==> src/rtl/lbpk_pkg.sv <==
// Shared types, codes and element codec functions for the low-bit pack/unpack block.
// No dependencies; imported by every module of the block.
package lbpk_pkg;

  localparam int ByteW  = 8;
  localparam int CountW = 4;
  localparam int FmtW   = 3;
  localparam int SlotW  = 3;
  localparam int TdataW = 16;
  localparam int TuserW = 2;

  // Positions of the result flags inside m_axis_tuser
  localparam int UserRunEnd = 0;
  localparam int UserErr    = 1;

  typedef enum logic [FmtW-1:0] {
    FMT_ODD1 = 3'd0,
    FMT_ODD2 = 3'd1,
    FMT_ODD4 = 3'd2,
    FMT_UQ4  = 3'd3,
    FMT_SQ4  = 3'd4
  } fmt_e;

  typedef enum logic {
    DIR_PACK   = 1'b0,
    DIR_UNPACK = 1'b1
  } dir_e;

  typedef enum logic {
    REG_FORMAT    = 1'b0,
    REG_DIRECTION = 1'b1
  } reg_idx_e;

  // Item held for processing
  typedef struct packed {
    logic [ByteW-1:0]  byte_v;
    logic              last;
    logic [CountW-1:0] count;
    logic [SlotW-1:0]  k;
  } item_t;

  // Pack-side state carried between items
  typedef struct packed {
    logic [ByteW-1:0] acc;
    logic [SlotW-1:0] slot;
    logic             err;
  } pack_st_t;

  // One step of work on the held item
  typedef struct packed {
    logic             emit;
    logic             done;
    logic [ByteW-1:0] data;
    logic             run_end;
    logic             last;
    logic             err;
  } res_t;

  typedef struct packed {
    logic       ok;
    logic [3:0] code;
  } enc_t;

  // log2 of the field width: 1, 2 or 4 bits
  function automatic logic [1:0] fmt_log2bits(logic [FmtW-1:0] fmt);
    case (fmt)
      FMT_ODD2:                   fmt_log2bits = 2'd1;
      FMT_ODD4, FMT_UQ4, FMT_SQ4: fmt_log2bits = 2'd2;
      default:                    fmt_log2bits = 2'd0;
    endcase
  endfunction

  function automatic logic [4:0] fmt_shift(logic [FmtW-1:0] fmt);
    case (fmt)
      FMT_ODD2: fmt_shift = 5'd3;
      FMT_ODD4: fmt_shift = 5'd15;
      FMT_UQ4:  fmt_shift = 5'd0;
      FMT_SQ4:  fmt_shift = 5'd8;
      default:  fmt_shift = 5'd1;
    endcase
  endfunction

  function automatic logic fmt_odd(logic [FmtW-1:0] fmt);
    fmt_odd = !((fmt == FMT_UQ4) || (fmt == FMT_SQ4));
  endfunction

  // Fields per byte: 8, 4 or 2
  function automatic logic [CountW-1:0] fmt_slots(logic [FmtW-1:0] fmt);
    fmt_slots = CountW'(4'd8 >> fmt_log2bits(fmt));
  endfunction

  // Encode one element; ok low when the value has no code in the format
  function automatic enc_t encode(logic [FmtW-1:0] fmt, logic [ByteW-1:0] v);
    logic [9:0] t;
    logic [8:0] h;
    logic [3:0] nbits;
    logic       fits;
    enc_t       r;
    t     = {{2{v[7]}}, v} + {5'd0, fmt_shift(fmt)};
    h     = fmt_odd(fmt) ? t[9:1] : t[8:0];
    nbits = 4'd1 << fmt_log2bits(fmt);
    fits  = (h >> nbits) == 9'd0;
    r.ok   = !t[9] && (!fmt_odd(fmt) || !t[0]) && fits;
    r.code = r.ok ? h[3:0] : 4'd0;
    encode = r;
  endfunction

  // Expand one code back to a two's complement element
  function automatic logic [ByteW-1:0] decode(logic [FmtW-1:0] fmt, logic [3:0] code);
    if (fmt_odd(fmt)) begin
      decode = {3'd0, code, 1'b0} - {3'd0, fmt_shift(fmt)};
    end else begin
      decode = {4'd0, code} - {3'd0, fmt_shift(fmt)};
    end
  endfunction

endpackage

==> src/rtl/lowbit_element_pack_unpack_top.sv <==
// Top level of the low-bit element pack/unpack block.
// Depends on lbpk_pkg and lbpk_step.
//
// Usage:
//   Input stream (s_axis): tdata carries byte_in in [7:0] and unpack_count in
//   [11:8]; tlast carries last_in. Output stream (m_axis): tdata carries
//   byte_out, tlast carries last_out, tuser carries run_end and error.
//   Configuration: cfg_we_i writes cfg_data_i to register cfg_idx_i
//   (0 element format, 1 direction); a write drops any partly packed byte.
//   Write configuration only while no transaction is in flight.
//   An input is held in the holding register and the result it completes is
//   registered in the result register. Pack mode takes one element per cycle
//   while the receiver does not stall and emits a byte when full or at last_in.
//   In unpack mode a byte occupies the holding register until the single result
//   register has emitted its unpack_count (clamped) elements, one per cycle while
//   the receiver is ready. A new input transaction is taken in the cycle the held
//   item finishes. Reset clears the format, direction, pack state and both valid
//   flags. When the receiver stalls the result register holds its contents and
//   the block stops taking input once the holding register is blocked.
module lowbit_element_pack_unpack_top
  import lbpk_pkg::*;
(
  input  logic              clk_i,
  input  logic              rst_ni,
  // Configuration write port
  input  logic              cfg_we_i,
  input  logic              cfg_idx_i,
  input  logic [FmtW-1:0]   cfg_data_i,
  // Input stream
  input  logic              s_axis_tvalid_i,
  output logic              s_axis_tready_o,
  input  logic [TdataW-1:0] s_axis_tdata_i,   // [7:0] byte_in, [11:8] unpack_count, rest 0
  input  logic              s_axis_tlast_i,   // last_in
  // Output stream
  output logic              m_axis_tvalid_o,
  input  logic              m_axis_tready_i,
  output logic [ByteW-1:0]  m_axis_tdata_o,   // [7:0] byte_out
  output logic              m_axis_tlast_o,   // last_out
  output logic [TuserW-1:0] m_axis_tuser_o    // [0] run_end, [1] error
);

  logic [FmtW-1:0]   fmt_q;
  logic              dir_q;
  item_t             hold_q, hold_d;
  logic              hold_valid_q;
  pack_st_t          st_q, st_d;
  res_t              res;
  logic              out_valid_q;
  logic [ByteW-1:0]  out_data_q;
  logic              out_last_q;
  logic [TuserW-1:0] out_user_q;
  logic              out_free;
  logic              step_go;
  logic              finish;
  logic              accept;
  logic [CountW-1:0] in_count;
  logic [CountW-1:0] slots;

  lbpk_step u_step (
    .fmt_i  (fmt_q),
    .dir_i  (dir_q),
    .item_i (hold_q),
    .st_i   (st_q),
    .res_o  (res),
    .st_o   (st_d)
  );

  // Handshake control
  assign out_free        = !out_valid_q || m_axis_tready_i;
  assign step_go         = hold_valid_q && (!res.emit || out_free);
  assign finish          = step_go && res.done;
  assign s_axis_tready_o = !hold_valid_q || finish;
  assign accept          = s_axis_tvalid_i && s_axis_tready_o;

  // Clamp the element count of an unpack transaction
  assign slots = fmt_slots(fmt_q);
  always_comb begin
    in_count = s_axis_tdata_i[ByteW +: CountW];
    if (in_count == '0) begin
      in_count = CountW'(1);
    end
    if (in_count > slots) begin
      in_count = slots;
    end
  end

  // Next holding-register payload
  always_comb begin
    hold_d = hold_q;
    if (accept) begin
      hold_d.byte_v = s_axis_tdata_i[ByteW-1:0];
      hold_d.last   = s_axis_tlast_i;
      hold_d.count  = in_count;
      hold_d.k      = '0;
    end else if (step_go) begin
      hold_d.k = hold_q.k + 3'd1;
    end
  end

  // Configuration registers and control state
  always_ff @(posedge clk_i or negedge rst_ni) begin
    if (!rst_ni) begin
      fmt_q        <= FMT_ODD1;
      dir_q        <= DIR_PACK;
      st_q         <= '0;
      hold_valid_q <= 1'b0;
      out_valid_q  <= 1'b0;
    end else begin
      if (cfg_we_i) begin
        case (cfg_idx_i)
          REG_FORMAT:    fmt_q <= cfg_data_i;
          REG_DIRECTION: dir_q <= cfg_data_i[0];
          default:       ;
        endcase
        st_q <= '0;
      end else if (step_go) begin
        st_q <= st_d;
      end

      if (accept) begin
        hold_valid_q <= 1'b1;
      end else if (finish) begin
        hold_valid_q <= 1'b0;
      end

      if (step_go && res.emit) begin
        out_valid_q <= 1'b1;
      end else if (m_axis_tready_i) begin
        out_valid_q <= 1'b0;
      end
    end
  end

  // Payload registers: hold item and result
  always_ff @(posedge clk_i) begin
    hold_q <= hold_d;
    if (step_go && res.emit) begin
      out_data_q             <= res.data;
      out_last_q             <= res.last;
      out_user_q[UserRunEnd] <= res.run_end;
      out_user_q[UserErr]    <= res.err;
    end
  end

  assign m_axis_tvalid_o = out_valid_q;
  assign m_axis_tdata_o  = out_data_q;
  assign m_axis_tlast_o  = out_last_q;
  assign m_axis_tuser_o  = out_user_q;

endmodule

==> src/rtl/lbpk_step.sv <==
// Combinational step of the pack/unpack datapath: one element per step.
// Depends on lbpk_pkg for the item, state and result structs and the codec functions.
module lbpk_step
  import lbpk_pkg::*;
(
  input  logic [FmtW-1:0] fmt_i,
  input  logic            dir_i,
  input  item_t           item_i,
  input  pack_st_t        st_i,
  output res_t            res_o,
  output pack_st_t        st_o
);

  logic [1:0]        l2;
  logic [CountW-1:0] slots;
  enc_t              enc;
  logic [SlotW-1:0]  slot;
  logic [4:0]        pack_prod;
  logic [ByteW-1:0]  placed;
  logic [ByteW-1:0]  acc_new;
  logic              err_new;
  logic              full;
  logic [4:0]        unp_prod;
  logic [ByteW-1:0]  field;
  logic [3:0]        code;
  logic              fin;

  assign l2    = fmt_log2bits(fmt_i);
  assign slots = fmt_slots(fmt_i);

  // Pack: drop the code into its slot of the accumulator
  assign enc       = encode(fmt_i, item_i.byte_v);
  assign slot      = ({1'b0, st_i.slot} >= slots) ? '0 : st_i.slot;
  assign pack_prod = {2'b0, slot} << l2;
  assign placed    = {4'd0, enc.code} << pack_prod[2:0];
  assign acc_new   = st_i.acc | placed;
  assign err_new   = st_i.err | !enc.ok;
  assign full      = ({1'b0, slot} + 4'd1) >= slots;

  // Unpack: pick field k of the held byte
  assign unp_prod = {2'b0, item_i.k} << l2;
  assign field    = item_i.byte_v >> unp_prod[2:0];
  assign fin      = ({1'b0, item_i.k} + 4'd1) == item_i.count;

  always_comb begin
    case (l2)
      2'd0:    code = {3'd0, field[0]};
      2'd1:    code = {2'd0, field[1:0]};
      default: code = field[3:0];
    endcase
  end

  always_comb begin
    if (dir_i == DIR_PACK) begin
      res_o.emit    = full || item_i.last;
      res_o.done    = 1'b1;
      res_o.data    = acc_new;
      res_o.run_end = 1'b1;
      res_o.last    = item_i.last;
      res_o.err     = err_new;
      if (full || item_i.last) begin
        st_o = '0;
      end else begin
        st_o.acc  = acc_new;
        st_o.slot = slot + 3'd1;
        st_o.err  = err_new;
      end
    end else begin
      res_o.emit    = 1'b1;
      res_o.done    = fin;
      res_o.data    = decode(fmt_i, code);
      res_o.run_end = fin;
      res_o.last    = fin && item_i.last;
      res_o.err     = 1'b0;
      st_o          = st_i;
    end
  end

endmodule

==> config.mk <==
export PLATFORM = sky130hd
export DESIGN_NAME = lowbit_element_pack_unpack_top
export DESIGN_NICKNAME = d
export VERILOG_FILES = /design/src/rtl/lbpk_pkg.sv /design/src/rtl/lowbit_element_pack_unpack_top.sv /design/src/rtl/lbpk_step.sv
export SDC_FILE = /design/constraint.sdc
export NUM_CORES = 1
export LEC_CHECK = 0
export BUFFER_PORTS_ARGS = -buffer_cell sky130_fd_sc_hd__buf_2
export CORE_UTILIZATION = 53
export CTS_CLUSTER_DIAMETER = 30
export DETAILED_ROUTE_END_ITERATION = 6
export PLACE_DENSITY_LB_ADDON = 0.08
export SYNTH_ARGS = -nofsm -noshare
export SYNTH_HDL_FRONTEND = slang
export SYNTH_SLANG_ARGS = --single-unit
==> constraint.sdc <==
create_clock -name clk_i -period 4.68 [get_ports clk_i]
set_clock_uncertainty 0.15 [all_clocks]
set_input_delay 0.936 -clock clk_i [delete_from_list [all_inputs] [get_ports clk_i]]
set_output_delay 0.936 -clock clk_i [all_outputs]
set_load 0.03 [all_outputs]
==> run summary <==
Critical path peak fanout - 4
Final Hold Viols - 0
DR WL/cell - 15.5 um
Clock sink count - 45
Largest net degree at the start of global routing - 22
H-tree Lvls - 2
Hold_sp - st_q[9]
I/O pin count - 39
CP Launch Type - flop
Register area share after synthesis - 37.8%
Max Cap Violations - 0
Share of layout cells above drive strength 1 - 27.5%
Reg clk slew, reported paths - 90 ps
First-pass GRT wire length - 11800 um
CP endpoint kind - primary output
GRT Total Usage - 24.0%
Final nets - 444
CTS Buf Count - 5
Unrepaired setup endpoints after global routing - yes
N_diodes - 0
F_max - 0.215 GHz
Worst-Skew Late Latency - 310 ps
Number of synthesized flops with an enable pin - 24
Synthesized area per cell - 9.76 um2
Post-synthesis register bit count - 45
DP Area - 0.00358 mm2
Drt total wl - 7320 um
Post-Syn Area - 0.00326 mm2
Worst rel slew slack - 45.2%
Vias per inst - 5.77
Synth cell types - 67
HP Class - flop to flop
Synth area leader - edfxtp_1
R2R Path Start - fmt_q[1]
Mapped Cells - 334
Worst-Margin Slew - 822 ps
Most used standard cell by instance count after synthesis - nand2_1
LEAKAGE - 1.67 nW
Slew Viols, Final - 0
Setup violations, final - 0
DR iter-0 viols - 130
Req. time, crit path - 3590 ps
Ys flop type - edfxtp_1
Asr flop ratio synth - 40.0%
Final min period - 4660 ps
CTS Buffer Depth - 2
Fin crit share - 99.5%
Top sig layer - met4
Met2 routed WL - 3550 um
Post-synth top cells - nand2_1 (29), edfxtp_1 (24), nor2_1 (24), o21ai_0 (23), ha_1 (21)
PwrDens - 468 mW/mm2
First-pass iteration count of the detailed router - 5
Outcome - completed
Routability cong. - 0.824
Initial Util - 55.1%
Antenna violations before repair - 0
DPL Wire Length - 5350 um
Die Y - 80.4 um
Root buf cell - clkbuf_8
Most area-consuming cells after synthesis - edfxtp_1 (22%), dfrtp_1 (14%), ha_1 (8.1%)
Die Span X - 80.4 um
Number of remaining DRC errors - 0
M1 WL - 3400 um
Worst ir drop on vdd - 287 uV
Core area - 0.00592 mm2
Worst Path Arrival - 3570 ps
DP Worst Slack - -51.8 ps
Die area - 0.00647 mm2
Total grt overflow - 0
Site Rows - 28
Yosys warns - 0
Critical setup path kind - flop to primary output
Routed Antenna Nets - 0
Vias in the first global route - 2561
Critical path origin - fmt_q[1]
Final worst-path setup slack - 21.4 ps
Fin area - 0.00386 mm2
Post-synth top area share - 22.1%
Area Growth Syn to Fin - 18.3%
Metal3 WL - 251 um
Port Buf Inserts - 34
CTS tree - built
Vias - 2720
## layer usage
metal  vias to the layer above  global-route usage (%)
li1                       1359                       -
met1                      1296                    31.5
met2                        53                    39.9
met3                        12                    5.00
met4                         0                    6.43
met5                         -                       0
## through the flow
| step | total power, mW | cells | util (%) | TNS (ps) | hold slack, ps |
|---|---|---|---|---|---|
| floorplan | 1.27 | 336 | - | -191 | 299 |
| global placement | 1.47 | 448 | 60.5 | 0 | 315 |
| detailed placement | 1.49 | 448 | 60.5 | -51.8 | 326 |
| CTS | 1.78 | 466 | 64.0 | 0 | 345 |
| global route | 1.93 | 471 | 65.2 | -265 | 362 |
| finish | 1.81 | 471 | 65.2 | 0 | 347 |
## worst max-delay path: stages, from the launching register on
cell,delay (ps)
dfrtp_1,380
or3b_4,390
and2_4,160
ha_4,200
a21o_1,180
a21o_1,200
a21boi_2,160
ha_1,260
ha_1,270
a21o_1,150
a21o_1,190
a2111oi_4,340
o21ai_2,110
nand2_2,130
buf_6,130
## cell usage in the layout, fill, tap and decap left out, types with 12 or more instances in the layout
cell	Yosys	routed
buf_4	2	33
inv_1	13	13
buf_2	3	33
nor2_1	24	24
a21o_1	12	12
nand2_1	29	28
dfrtp_1	18	18
edfxtp_1	24	24
o21ai_0	23	22
ha_1	21	20
## kinds of logic (layout without fill, tap and decap cells)
| group | count (synthesis) | after routing | share of synthesized area (%) |
|---|---|---|---|
| simple gates | 102 | 102 | 16.0 |
| compound gates | 101 | 101 | 22.7 |
| flops | 45 | 45 | 37.8 |
| buf+inv | 30 | 90 | 4.49 |
| fa+ha+maj | 23 | 23 | 9.29 |
| mux | 18 | 18 | 5.87 |
| xor+xnor | 14 | 14 | 3.76 |
| other cells | 1 | 3 | 0.115 |
## where the power goes
group	switching, mW	internal (mW)	leakage, nW
combinational	0.541	0.422	1.13
clock	0.142	0.106	0.0489
sequential	0.0739	0.521	0.491
total	0.757	1.05	1.67
## layout make-up
class,count,area (um2)
clock buffers,5,68.8
clock inverters,3,20.0
fillers,493,2060
inverters,13,48.8
multi-input cells,261,1950
flip-flops and latches,45,1230
well taps,75,93.8
repair buffers,69,447
## flip-flops by register name (all words and copies together) (netlist names)
| name | count |
|---|---|
| m_axis_tlast_o | 1 |
| fmt_q | 3 |
| hold_q | 16 |
| m_axis_tvalid_o | 1 |
| m_axis_tuser_o | 2 |
| st_q | 12 |
| m_axis_tdata_o | 8 |
| dir_q | 1 |
| hold_valid_q | 1 |
## timing repair
action,CTS,global route
gates resized for setup,8,10
endpoints found under the setup margin,1,16
endpoints found under the hold margin,0,0
hold buffers,0,0
pin swaps,12,1
buffers inserted,10,4
cloned,0,1
## final timing paths
path                       slack, ps  cells after the start         endpoint
setup / recovery                  20                     14  s_axis_tready_o
setup reg to reg                 180                     19        hold_q[5]
hold / removal                   350                      2          st_q[9]
min in group asynchronous        400                      1          st_q[4]
max in group asynchronous       3680                      1          st_q[8]
hold reg to reg                  350                      2          st_q[9]
Power figures use the tool's default switching activity.
